[src/rtl/dcb_pkg.sv]
// ----------------------------------------------------------------------------
// dcb_pkg
// Shared types and constants of the dc blocking biquad cascade: register
// indexes, multiply-accumulate term codes, controller command and status.
// ----------------------------------------------------------------------------
`default_nettype none

package dcb_pkg;

  // coefficient registers are fixed Q2.30 words
  localparam int COEF_W    = 32;
  localparam int CFG_IDX_W = 8;

  // section index covers the largest supported cascade
  localparam int SEC_IDX_W = 2;

  // register indexes
  localparam logic [CFG_IDX_W-1:0] CFG_B0 = CFG_IDX_W'(0);
  localparam logic [CFG_IDX_W-1:0] CFG_B1 = CFG_IDX_W'(1);
  localparam logic [CFG_IDX_W-1:0] CFG_A1 = CFG_IDX_W'(2);
  localparam logic [CFG_IDX_W-1:0] CFG_A2 = CFG_IDX_W'(3);

  // one product term of a section
  typedef enum logic [2:0] {
    TERM_B0X  = 3'd0,
    TERM_B1X1 = 3'd1,
    TERM_B0X2 = 3'd2,
    TERM_A1Y1 = 3'd3,
    TERM_A2Y2 = 3'd4
  } term_t;

  // controller to datapath
  typedef struct packed {
    logic                 load;
    logic                 mac;
    term_t                term;
    logic [SEC_IDX_W-1:0] section;
    logic                 round;
    logic                 last;
    logic                 finish;
  } dcb_cmd_t;

  // datapath to controller
  typedef struct packed {
    logic out_free;
  } dcb_status_t;

endpackage

`default_nettype wire

[src/rtl/dcb_if.sv]
// ----------------------------------------------------------------------------
// dcb_if
// Channel interfaces: sample requests in, filtered sample requests out, and
// coefficient register writes.
// ----------------------------------------------------------------------------
`default_nettype none

interface dcb_in_if #(
  parameter int SAMPLE_WIDTH = 32
);
  logic                           valid;
  logic                           ready;
  logic signed [SAMPLE_WIDTH-1:0] sample_in;
  logic                           restart;
  logic                           block_end_in;

  modport source (output valid, sample_in, restart, block_end_in, input ready);
  modport sink   (input valid, sample_in, restart, block_end_in, output ready);
endinterface

interface dcb_out_if #(
  parameter int SAMPLE_WIDTH = 32
);
  logic                           valid;
  logic                           ready;
  logic signed [SAMPLE_WIDTH-1:0] sample_out;
  logic                           block_end_out;

  modport source (output valid, sample_out, block_end_out, input ready);
  modport sink   (input valid, sample_out, block_end_out, output ready);
endinterface

interface dcb_cfg_if;
  logic                             valid;
  logic                             ready;
  logic [dcb_pkg::CFG_IDX_W-1:0]    index;
  logic [dcb_pkg::COEF_W-1:0]       data;

  modport source (output valid, index, data, input ready);
  modport sink   (input valid, index, data, output ready);
endinterface

`default_nettype wire

[src/rtl/dc_block_biquad_cascade.sv]
// ----------------------------------------------------------------------------
// dc_block_biquad_cascade
// DC blocking high-pass filter: a cascade of identical second-order sections
// with shared Q2.30 coefficients, one shared multiplier.
//
//   channel  dir  handshake      payload
//   din      in   valid/ready    sample_in, restart, block_end_in
//   dout     out  valid/ready    sample_out, block_end_out
//   cfg      in   valid/ready    index, data (b0, b1, a1, a2)
//
// Each section of a sample takes five multiply-accumulates through the one
// multiplier, a drain step and a rounding step; the result is then handed to
// the output register.
// Reset clears coefficients, histories, the sequencer and the output valid.
// din is ready only while the sequencer is idle; a finished result sits in the
// output register, and the next sample is taken while it waits for dout.
// cfg is always ready.
// ----------------------------------------------------------------------------
`default_nettype none

module dc_block_biquad_cascade #(
  parameter int SAMPLE_WIDTH   = 32,
  parameter int COEF_FRAC_BITS = 30,
  parameter int SECTION_COUNT  = 2
) (
  input  wire logic clk,
  input  wire logic rst,
  dcb_in_if.sink    din,
  dcb_out_if.source dout,
  dcb_cfg_if.sink   cfg
);

  dcb_pkg::dcb_cmd_t    cmd;
  dcb_pkg::dcb_status_t status;

  assign cfg.ready = 1'b1;

  // sequencer
  dcb_ctrl #(
    .SECTION_COUNT (SECTION_COUNT)
  ) u_ctrl (
    .clk      (clk),
    .rst      (rst),
    .in_valid (din.valid),
    .in_ready (din.ready),
    .cmd      (cmd),
    .status   (status)
  );

  // arithmetic and storage
  dcb_datapath #(
    .SAMPLE_WIDTH   (SAMPLE_WIDTH),
    .COEF_FRAC_BITS (COEF_FRAC_BITS),
    .SECTION_COUNT  (SECTION_COUNT)
  ) u_datapath (
    .clk           (clk),
    .rst           (rst),
    .cmd           (cmd),
    .status        (status),
    .sample_in     (din.sample_in),
    .restart       (din.restart),
    .block_end_in  (din.block_end_in),
    .out_valid     (dout.valid),
    .out_ready     (dout.ready),
    .sample_out    (dout.sample_out),
    .block_end_out (dout.block_end_out),
    .cfg_valid     (cfg.valid),
    .cfg_index     (cfg.index),
    .cfg_data      (cfg.data)
  );

endmodule

`default_nettype wire

[src/rtl/dcb_ctrl.sv]
// ----------------------------------------------------------------------------
// dcb_ctrl
// Sequencer of the cascade: steps five multiply-accumulates, a drain and a
// rounding per section, then hands the result to the output register.
// ----------------------------------------------------------------------------
`default_nettype none

module dcb_ctrl #(
  parameter int SECTION_COUNT = 2
) (
  input  wire logic               clk,
  input  wire logic               rst,
  input  wire logic               in_valid,
  output logic                    in_ready,
  output dcb_pkg::dcb_cmd_t       cmd,
  input  wire dcb_pkg::dcb_status_t status
);

  typedef enum logic [4:0] {
    ST_IDLE   = 5'b00001,
    ST_MAC    = 5'b00010,
    ST_DRAIN  = 5'b00100,
    ST_ROUND  = 5'b01000,
    ST_FINISH = 5'b10000
  } state_t;

  localparam logic [dcb_pkg::SEC_IDX_W-1:0] LAST_SEC =
    dcb_pkg::SEC_IDX_W'(SECTION_COUNT - 1);

  state_t                          state, state_next;
  dcb_pkg::term_t                  term, term_next;
  logic [dcb_pkg::SEC_IDX_W-1:0]   section, section_next;
  logic                            is_last;

  assign is_last  = (section == LAST_SEC);
  assign in_ready = (state == ST_IDLE);

  // next state and commands
  always_comb begin
    state_next   = state;
    term_next    = term;
    section_next = section;
    cmd          = '0;
    cmd.term     = term;
    cmd.section  = section;
    cmd.last     = is_last;
    unique case (state)
      ST_IDLE: begin
        if (in_valid) begin
          cmd.load     = 1'b1;
          term_next    = dcb_pkg::TERM_B0X;
          section_next = '0;
          state_next   = ST_MAC;
        end
      end
      ST_MAC: begin
        cmd.mac = 1'b1;
        if (term == dcb_pkg::TERM_A2Y2) begin
          state_next = ST_DRAIN;
        end else begin
          term_next = dcb_pkg::term_t'(term + 3'd1);
        end
      end
      ST_DRAIN: begin
        state_next = ST_ROUND;
      end
      ST_ROUND: begin
        cmd.round = 1'b1;
        if (is_last) begin
          state_next = ST_FINISH;
        end else begin
          section_next = section + 1'b1;
          term_next    = dcb_pkg::TERM_B0X;
          state_next   = ST_MAC;
        end
      end
      ST_FINISH: begin
        if (status.out_free) begin
          cmd.finish = 1'b1;
          state_next = ST_IDLE;
        end
      end
      default: begin
        state_next = ST_IDLE;
      end
    endcase
  end

  // state registers
  always_ff @(posedge clk) begin
    if (rst) begin
      state   <= ST_IDLE;
      term    <= dcb_pkg::TERM_B0X;
      section <= '0;
    end else begin
      state   <= state_next;
      term    <= term_next;
      section <= section_next;
    end
  end

endmodule

`default_nettype wire

[src/rtl/dcb_datapath.sv]
// ----------------------------------------------------------------------------
// dcb_datapath
// Coefficient registers, history registers, one shared multiplier with a
// registered product, wide accumulator, round and saturate, output register.
// ----------------------------------------------------------------------------
`default_nettype none

module dcb_datapath #(
  parameter int SAMPLE_WIDTH   = 32,
  parameter int COEF_FRAC_BITS = 30,
  parameter int SECTION_COUNT  = 2
) (
  input  wire logic                              clk,
  input  wire logic                              rst,
  input  wire dcb_pkg::dcb_cmd_t                 cmd,
  output dcb_pkg::dcb_status_t                   status,
  // sample request fields
  input  wire logic signed [SAMPLE_WIDTH-1:0]    sample_in,
  input  wire logic                              restart,
  input  wire logic                              block_end_in,
  // result channel
  output logic                                   out_valid,
  input  wire logic                              out_ready,
  output logic signed [SAMPLE_WIDTH-1:0]         sample_out,
  output logic                                   block_end_out,
  // register writes
  input  wire logic                              cfg_valid,
  input  wire logic [dcb_pkg::CFG_IDX_W-1:0]     cfg_index,
  input  wire logic [dcb_pkg::COEF_W-1:0]        cfg_data
);

  localparam int PROD_W = SAMPLE_WIDTH + dcb_pkg::COEF_W;
  localparam int ACC_W  = (SAMPLE_WIDTH + dcb_pkg::COEF_W + 3 > COEF_FRAC_BITS + 2) ?
                          SAMPLE_WIDTH + dcb_pkg::COEF_W + 3 : COEF_FRAC_BITS + 2;
  localparam int LEVELS = SECTION_COUNT + 1;
  localparam int LVL_W  = $clog2(LEVELS);
  localparam logic signed [ACC_W-1:0] HALF =
    ACC_W'(64'd1 << (COEF_FRAC_BITS - 1));
  localparam logic signed [SAMPLE_WIDTH-1:0] SAT_MAX = {1'b0, {(SAMPLE_WIDTH-1){1'b1}}};
  localparam logic signed [SAMPLE_WIDTH-1:0] SAT_MIN = {1'b1, {(SAMPLE_WIDTH-1){1'b0}}};
  localparam logic [LVL_W-1:0] TOP_LVL = LVL_W'(SECTION_COUNT);

  logic signed [dcb_pkg::COEF_W-1:0] b0_coef, b1_coef, a1_coef, a2_coef;
  logic signed [SAMPLE_WIDTH-1:0]    hist [LEVELS][2];
  logic signed [SAMPLE_WIDTH-1:0]    x_reg;
  logic                              block_end_reg;
  logic signed [PROD_W-1:0]          prod;
  logic                              prod_vld;
  logic                              prod_sub;
  logic signed [ACC_W-1:0]           acc;

  logic [LVL_W-1:0]                  lvl_in, lvl_out;
  logic signed [dcb_pkg::COEF_W-1:0] mul_coef;
  logic signed [SAMPLE_WIDTH-1:0]    mul_data;
  logic                              mul_sub;
  logic signed [ACC_W-1:0]           prod_ext;
  logic signed [ACC_W-1:0]           rnd, shf;
  logic [ACC_W-SAMPLE_WIDTH:0]       hi_bits;
  logic signed [SAMPLE_WIDTH-1:0]    y;

  assign status.out_free = !out_valid || out_ready;

  // coefficient registers, unknown indexes ignored
  always_ff @(posedge clk) begin
    if (rst) begin
      b0_coef <= '0;
      b1_coef <= '0;
      a1_coef <= '0;
      a2_coef <= '0;
    end else if (cfg_valid) begin
      unique case (cfg_index)
        dcb_pkg::CFG_B0: b0_coef <= cfg_data;
        dcb_pkg::CFG_B1: b1_coef <= cfg_data;
        dcb_pkg::CFG_A1: a1_coef <= cfg_data;
        dcb_pkg::CFG_A2: a2_coef <= cfg_data;
        default: ;
      endcase
    end
  end

  // operand select for the current term
  assign lvl_in  = LVL_W'(cmd.section);
  assign lvl_out = lvl_in + 1'b1;

  always_comb begin
    mul_coef = b0_coef;
    mul_data = x_reg;
    mul_sub  = 1'b0;
    unique case (cmd.term)
      dcb_pkg::TERM_B0X: begin
        mul_coef = b0_coef;
        mul_data = x_reg;
      end
      dcb_pkg::TERM_B1X1: begin
        mul_coef = b1_coef;
        mul_data = hist[lvl_in][0];
      end
      dcb_pkg::TERM_B0X2: begin
        mul_coef = b0_coef;
        mul_data = hist[lvl_in][1];
      end
      dcb_pkg::TERM_A1Y1: begin
        mul_coef = a1_coef;
        mul_data = hist[lvl_out][0];
        mul_sub  = 1'b1;
      end
      dcb_pkg::TERM_A2Y2: begin
        mul_coef = a2_coef;
        mul_data = hist[lvl_out][1];
        mul_sub  = 1'b1;
      end
      default: ;
    endcase
  end

  // registered product
  always_ff @(posedge clk) begin
    if (rst) begin
      prod_vld <= 1'b0;
    end else begin
      prod_vld <= cmd.mac;
    end
    prod     <= mul_coef * mul_data;
    prod_sub <= mul_sub;
  end

  // accumulate, cleared on load and after each rounding
  assign prod_ext = ACC_W'(prod);

  always_ff @(posedge clk) begin
    if (cmd.load || cmd.round) begin
      acc <= '0;
    end else if (prod_vld) begin
      acc <= prod_sub ? acc - prod_ext : acc + prod_ext;
    end
  end

  // round to nearest, drop fraction, saturate
  assign rnd     = acc + HALF;
  assign shf     = rnd >>> COEF_FRAC_BITS;
  assign hi_bits = shf[ACC_W-1:SAMPLE_WIDTH-1];

  always_comb begin
    if ((&hi_bits) || !(|hi_bits)) begin
      y = shf[SAMPLE_WIDTH-1:0];
    end else if (shf[ACC_W-1]) begin
      y = SAT_MIN;
    end else begin
      y = SAT_MAX;
    end
  end

  // section input and histories
  always_ff @(posedge clk) begin
    if (rst) begin
      for (int l = 0; l < LEVELS; l++) begin
        hist[l][0] <= '0;
        hist[l][1] <= '0;
      end
    end else if (cmd.load) begin
      if (restart) begin
        for (int l = 0; l < LEVELS; l++) begin
          hist[l][0] <= '0;
          hist[l][1] <= '0;
        end
      end
    end else if (cmd.round) begin
      hist[lvl_in][1] <= hist[lvl_in][0];
      hist[lvl_in][0] <= x_reg;
      if (cmd.last) begin
        hist[TOP_LVL][1] <= hist[TOP_LVL][0];
        hist[TOP_LVL][0] <= y;
      end
    end
  end

  always_ff @(posedge clk) begin
    if (cmd.load) begin
      x_reg         <= sample_in;
      block_end_reg <= block_end_in;
    end else if (cmd.round) begin
      x_reg <= y;
    end
  end

  // output register
  always_ff @(posedge clk) begin
    if (rst) begin
      out_valid <= 1'b0;
    end else if (cmd.finish) begin
      out_valid <= 1'b1;
    end else if (out_ready) begin
      out_valid <= 1'b0;
    end
  end

  always_ff @(posedge clk) begin
    if (cmd.finish) begin
      sample_out    <= x_reg;
      block_end_out <= block_end_reg;
    end
  end

endmodule

`default_nettype wire
[src/flat_wrapper.sv]
// flat-port wrapper written by rule: the top's interface ports become plain ports
module dc_block_biquad_cascade_flat 
#(
  parameter int SAMPLE_WIDTH   = 32,
  parameter int COEF_FRAC_BITS = 30,
  parameter int SECTION_COUNT  = 2
)
  (clk, rst, din_valid, din_sample_in, din_restart, din_block_end_in, din_ready, dout_valid, dout_sample_out, dout_block_end_out, dout_ready, cfg_valid, cfg_index, cfg_data, cfg_ready);
  dcb_in_if #(.SAMPLE_WIDTH(SAMPLE_WIDTH)) din_i ();
  dcb_out_if #(.SAMPLE_WIDTH(SAMPLE_WIDTH)) dout_i ();
  dcb_cfg_if cfg_i ();
  input  wire logic clk;
  input  wire logic rst;
  input wire logic [$bits(din_i.valid)-1:0] din_valid;
  input wire logic [$bits(din_i.sample_in)-1:0] din_sample_in;
  input wire logic [$bits(din_i.restart)-1:0] din_restart;
  input wire logic [$bits(din_i.block_end_in)-1:0] din_block_end_in;
  output wire logic [$bits(din_i.ready)-1:0] din_ready;
  output wire logic [$bits(dout_i.valid)-1:0] dout_valid;
  output wire logic [$bits(dout_i.sample_out)-1:0] dout_sample_out;
  output wire logic [$bits(dout_i.block_end_out)-1:0] dout_block_end_out;
  input wire logic [$bits(dout_i.ready)-1:0] dout_ready;
  input wire logic [$bits(cfg_i.valid)-1:0] cfg_valid;
  input wire logic [$bits(cfg_i.index)-1:0] cfg_index;
  input wire logic [$bits(cfg_i.data)-1:0] cfg_data;
  output wire logic [$bits(cfg_i.ready)-1:0] cfg_ready;
  assign din_i.valid = din_valid;
  assign din_i.sample_in = din_sample_in;
  assign din_i.restart = din_restart;
  assign din_i.block_end_in = din_block_end_in;
  assign din_ready = din_i.ready;
  assign dout_valid = dout_i.valid;
  assign dout_sample_out = dout_i.sample_out;
  assign dout_block_end_out = dout_i.block_end_out;
  assign dout_i.ready = dout_ready;
  assign cfg_i.valid = cfg_valid;
  assign cfg_i.index = cfg_index;
  assign cfg_i.data = cfg_data;
  assign cfg_ready = cfg_i.ready;
  dc_block_biquad_cascade #(.SAMPLE_WIDTH(SAMPLE_WIDTH), .COEF_FRAC_BITS(COEF_FRAC_BITS), .SECTION_COUNT(SECTION_COUNT)) u_core (.clk(clk), .rst(rst), .din(din_i), .dout(dout_i), .cfg(cfg_i));
endmodule
[config.mk]
export PLATFORM = sky130hd
export DESIGN_NAME = dc_block_biquad_cascade_flat
export DESIGN_NICKNAME = d
export VERILOG_FILES = /design/src/rtl/dcb_pkg.sv /design/src/rtl/dcb_if.sv /design/src/rtl/dc_block_biquad_cascade.sv /design/src/rtl/dcb_ctrl.sv /design/src/rtl/dcb_datapath.sv /design/src/flat_wrapper.sv
export SDC_FILE = /design/constraint.sdc
export NUM_CORES = 2
export LEC_CHECK = 0
export ABC_AREA = 1
export BUFFER_PORTS_ARGS = -buffer_cell sky130_fd_sc_hd__buf_4
export CORE_AREA = 2 2 320 449
export CTS_CLUSTER_SIZE = 25
export DETAILED_ROUTE_END_ITERATION = 8
export DIE_AREA = 0 0 322 451
export GPL_ROUTABILITY_DRIVEN = 1
export PLACE_DENSITY = 0.75
export SLEW_MARGIN = 15
export SYNTH_ARGS = -nofsm -noshare
export SYNTH_HDL_FRONTEND = slang
export SYNTH_HIERARCHICAL = 1
export SYNTH_SLANG_ARGS = --single-unit
[constraint.sdc]
create_clock -name clk -period 21.4 [get_ports clk]
set_input_delay 2.14 -clock clk [delete_from_list [all_inputs] [get_ports clk]]
set_output_delay 2.14 -clock clk [all_outputs]
set_load 0.01 [all_outputs]
==> out/summary.txt <==
YOSYS
--------------------------------------------------------------------------------
Share of flip-flops with an asynchronous set or reset .............           0%
Largest cells by area after synthesis ............................. fa_1 31%, edfxtp_1 14%, nand2_1 8.9%, inv_1 8.7%, nor2_1 8.0%
Net count of the mapped netlist ...................................        10300
Most numerous cell in the Yosys netlist ...........................      nand2_1
Netlist Area Pre-Place ............................................   0.0701 mm²
Part of the Yosys area used for sequential elements ...............        21.6%
Register bit count reported by yosys ..............................          594
Most instantiated cells after synthesis ........................... 1663 x nand2_1, 1621 x inv_1, 1501 x nor2_1, 1083 x fa_1, 417 x a21oi_1
Gate count after technology mapping ...............................         8881
Number of library cell types mapped by synthesis ..................           62
Leading area contributor after synthesis ..........................         fa_1
Per-instance average area after synthesis .........................     7.89 µm²
Predominant post-synthesis flop cell ..............................     edfxtp_1
Number of synthesized flops with an enable pin ....................          322
Synth Warn # ......................................................            6
Share of the synthesized area in the top cell type ................        30.9%

CTS
--------------------------------------------------------------------------------
Deepest level of the CTS H-tree ...................................            2
Maximum number of buffers from clock root to sink .................            3
Hold buffer count at cts ..........................................            0
Setup Fix Bufs, Post-CTS ..........................................            0
Skew-Pair Late Insertion Delay ....................................       690 ps
TritonCTS Buffers .................................................           60
Total clock sinks .................................................          594
CTS tree ..........................................................         done
Buffer type at the clock tree root ................................    clkbuf_16
CTS clock-pin slew for the worst setup and hold paths .............        70 ps
Quantity of gates resized following cts ...........................            0

DIE
--------------------------------------------------------------------------------
Y dimension of the die ............................................       451 µm
Ports placed on the boundary ......................................          115
Starting density of the core ......................................        49.5%
Die ar. ...........................................................    0.145 mm²
Die width .........................................................       322 µm
Std cell rows .....................................................          164
Area inside the core boundary .....................................    0.142 mm²

PLACED DESIGN
--------------------------------------------------------------------------------
Post-DP HPWL ......................................................    197000 µm
Final Wtd Congestion ..............................................         1.02
Number of buffer cells added on primary ports .....................          113

GLOBAL ROUTE
--------------------------------------------------------------------------------
Global-route wire length before repair ............................    377000 µm
Antenna violations before repair ..................................            2
Vias in the first global route ....................................        63100
Maximum number of pins on one net before global-route repair ......          133
Total global routing overflow .....................................            0
Global-route usage over all layers ................................        34.9%

POWER
--------------------------------------------------------------------------------
Switching power of the nets .......................................      2.08 mW
P_int .............................................................      2.42 mW
Share of power burned in combinational logic ......................        42.9%
P per Cell Area ...................................................  60.4 mW/mm²
Net switching share of the total power ............................        46.2%
Leak Pwr ..........................................................      34.7 nW
Clock network fraction of design power ............................        24.6%
Worst vdd ir ......................................................    0.0675 mV
Part of the total power dissipated in sequential elements .........        32.5%
Total power draw ..................................................      4.50 mW

ROUTING
--------------------------------------------------------------------------------
Violation count after the first detailed-route iteration ..........         6180
Total Wirelength ..................................................    254000 µm
Remaining design rule violation count .............................            0
Post-detailed-route wirelength per cell ...........................      23.8 µm
Number of vias per cell ...........................................         5.73
Initial DRT Pass Iterations .......................................            7
DR vias ...........................................................        61100
Post-route ant nets ...............................................            0

WORST SETUP PATH
--------------------------------------------------------------------------------
Setup crit end kind ...............................................         flop
Largest stage delay on the critical path ..........................      1010 ps
Crit path max fanout ..............................................          106
Crit path arrival time ............................................     12560 ps
Critical-path top delay cell ......................................         fa_1
Data required time at the worst endpoint ..........................     22000 ps
Critical path type ................................................ flop to flop
Setup crit start kind .............................................         flop
Worst path most repeated cell .....................................         fa_1

WORST HOLD PATH
--------------------------------------------------------------------------------
Hold crit path type ............................................... flop to flop

CELLS AND AREA
--------------------------------------------------------------------------------
Proportion of layout cells with a drive suffix above 1 ............        4.78%
Total of fill cells in the finished design ........................        13300
Utilization after layout ..........................................        52.6%
Register bank with the most flops ................................. u_core/u_datapath/hist
Number of nets in the layout ......................................        10200
Max FFs per register ..............................................          256
Area Growth Syn to Fin ............................................        6.32%
Leading registers by flop count ................................... u_core/u_datapath/hist (256), u_core/u_datapath/acc (67), u_core/u_datapath/prod (64)

STA
--------------------------------------------------------------------------------
Final hold violation count ........................................            0
Post-layout minimum cycle time ....................................     11960 ps
Setup repair after global routing missed its margin ...............           no
Clock skew after layout ...........................................      35.7 ps
Transition at the pin with the smallest max-transition slack ......      1260 ps
Final setup violation count .......................................            0
Final critical-path share of the clock period .....................        55.9%
Slew HR ...........................................................        16.0%
Peak clock frequency supported by timing ..........................     83.6 MHz
Final setup TNS ...................................................         0 ps
Number of pins exceeding their max-slew limit in the final report .            0

RUN STATUS
--------------------------------------------------------------------------------
Result of the run ................................................. complete, no violations

RUN
--------------------------------------------------------------------------------
Maximum capacitance violations ....................................            0

cells in the final DEF, fill, tap and decap left out, types with 22 or more instances in the layout:
cell and n:
nand2_1 1659, nor3_1 153, o21ai_2 22, ha_1 258
o21ai_0 395, xnor2_1 56, o22ai_1 40, inv_1 1617
clkbuf_16 60, fa_1 1083, o21bai_1 24, xor2_1 136
o211ai_1 32, a21oi_1 414, nand3_1 218, dfxtp_1 269
nor2_1 1497, nand4_1 46, inv_2 26, edfxtp_1 322
buf_4 213
kinds of logic after synthesis:
kind of cell	Yosys count	synth area share [%]
xor gates and xnor gates	192	2.40
AOI/OAI and AO/OA	1065	8.48
and+or+nand+nor	3653	20.8
buffers and inverters	2034	11.2
DFF	594	21.6
adders and majority gates	1342	35.6
other	1	0.00535
final cells by class:
type                    instances  area (µm²)  share of cell area [%]
repair buffers                214        1630                    2.18
well taps                    1826        2280                    3.07
clock inverters                42         458                   0.614
clock buffers                  72        1580                    2.12
inverters                    1657        6220                    8.35
flip-flops and latches        594       15100                    20.3
diodes                          4        10.0                  0.0134
multi-input cells            6253       47200                    63.4
critical path, delay by kind of cell (launching register included):
| kind | cells | cell delay, ps |
|---|---|---|
| AOI/OAI and AO/OA | 4 | 610 |
| xor gates and xnor gates | 1 | 160 |
| buffers and inverters | 8 | 2310 |
| and+or+nand+nor | 7 | 1480 |
| adders and majority gates | 10 | 6150 |
| DFF | 1 | 970 |
path summary, 6_finish.rpt:
check,startpoint,endpoint,slack [ps],depth (start not counted)
max,u_core/u_ctrl/section[0],u_core/u_datapath/prod[56],9440,30
min,u_core/u_datapath/block_end_reg,u_core/u_datapath/block_end_out,420,0
max reg2reg,u_core/u_ctrl/section[0],u_core/u_datapath/prod[56],9440,30
min reg2reg,u_core/u_datapath/block_end_reg,u_core/u_datapath/block_end_out,420,0
stage by stage:
| stage | setup WS [ps] | instances | cell area [µm²] | hold WS [ps] |
|---|---|---|---|---|
| after global routing | 8750 | 10700 | 74500 | 432 |
| after floorplan | 12030 | 8881 | 70100 | 400 |
| final | 9440 | 10700 | 74500 | 422 |
| after global placement | 9880 | 10500 | 72500 | 406 |
| after detailed placement | 9680 | 10500 | 72500 | 405 |
| after CTS | 9580 | 10700 | 74500 | 414 |
power by group through the flow:
stage | registers, mW | logic (mW) | clock network (mW)
after floorplan | 1.40 | 1.18 | 0
after global placement | 1.48 | 1.85 | 0
after detailed placement | 1.48 | 1.87 | 0
after CTS | 1.46 | 1.88 | 1.12
after global routing | 1.46 | 2.06 | 1.16
final | 1.46 | 1.93 | 1.11
metal layers:
| layer | vias to the layer above | share of wire (%) | global-route usage [%] |
|---|---|---|---|
| met2 | 3244 | 48 | 59.1 |
| met3 | 1099 | 7.7 | 4.84 |
| met4 | 0 | 11 | 29.9 |
| li1 | 27000 | - | - |
| met1 | 29800 | 33 | 38.6 |
| met5 | - | 0 | 0 |
No activity file was read; power rests on OpenSTA's default activity.
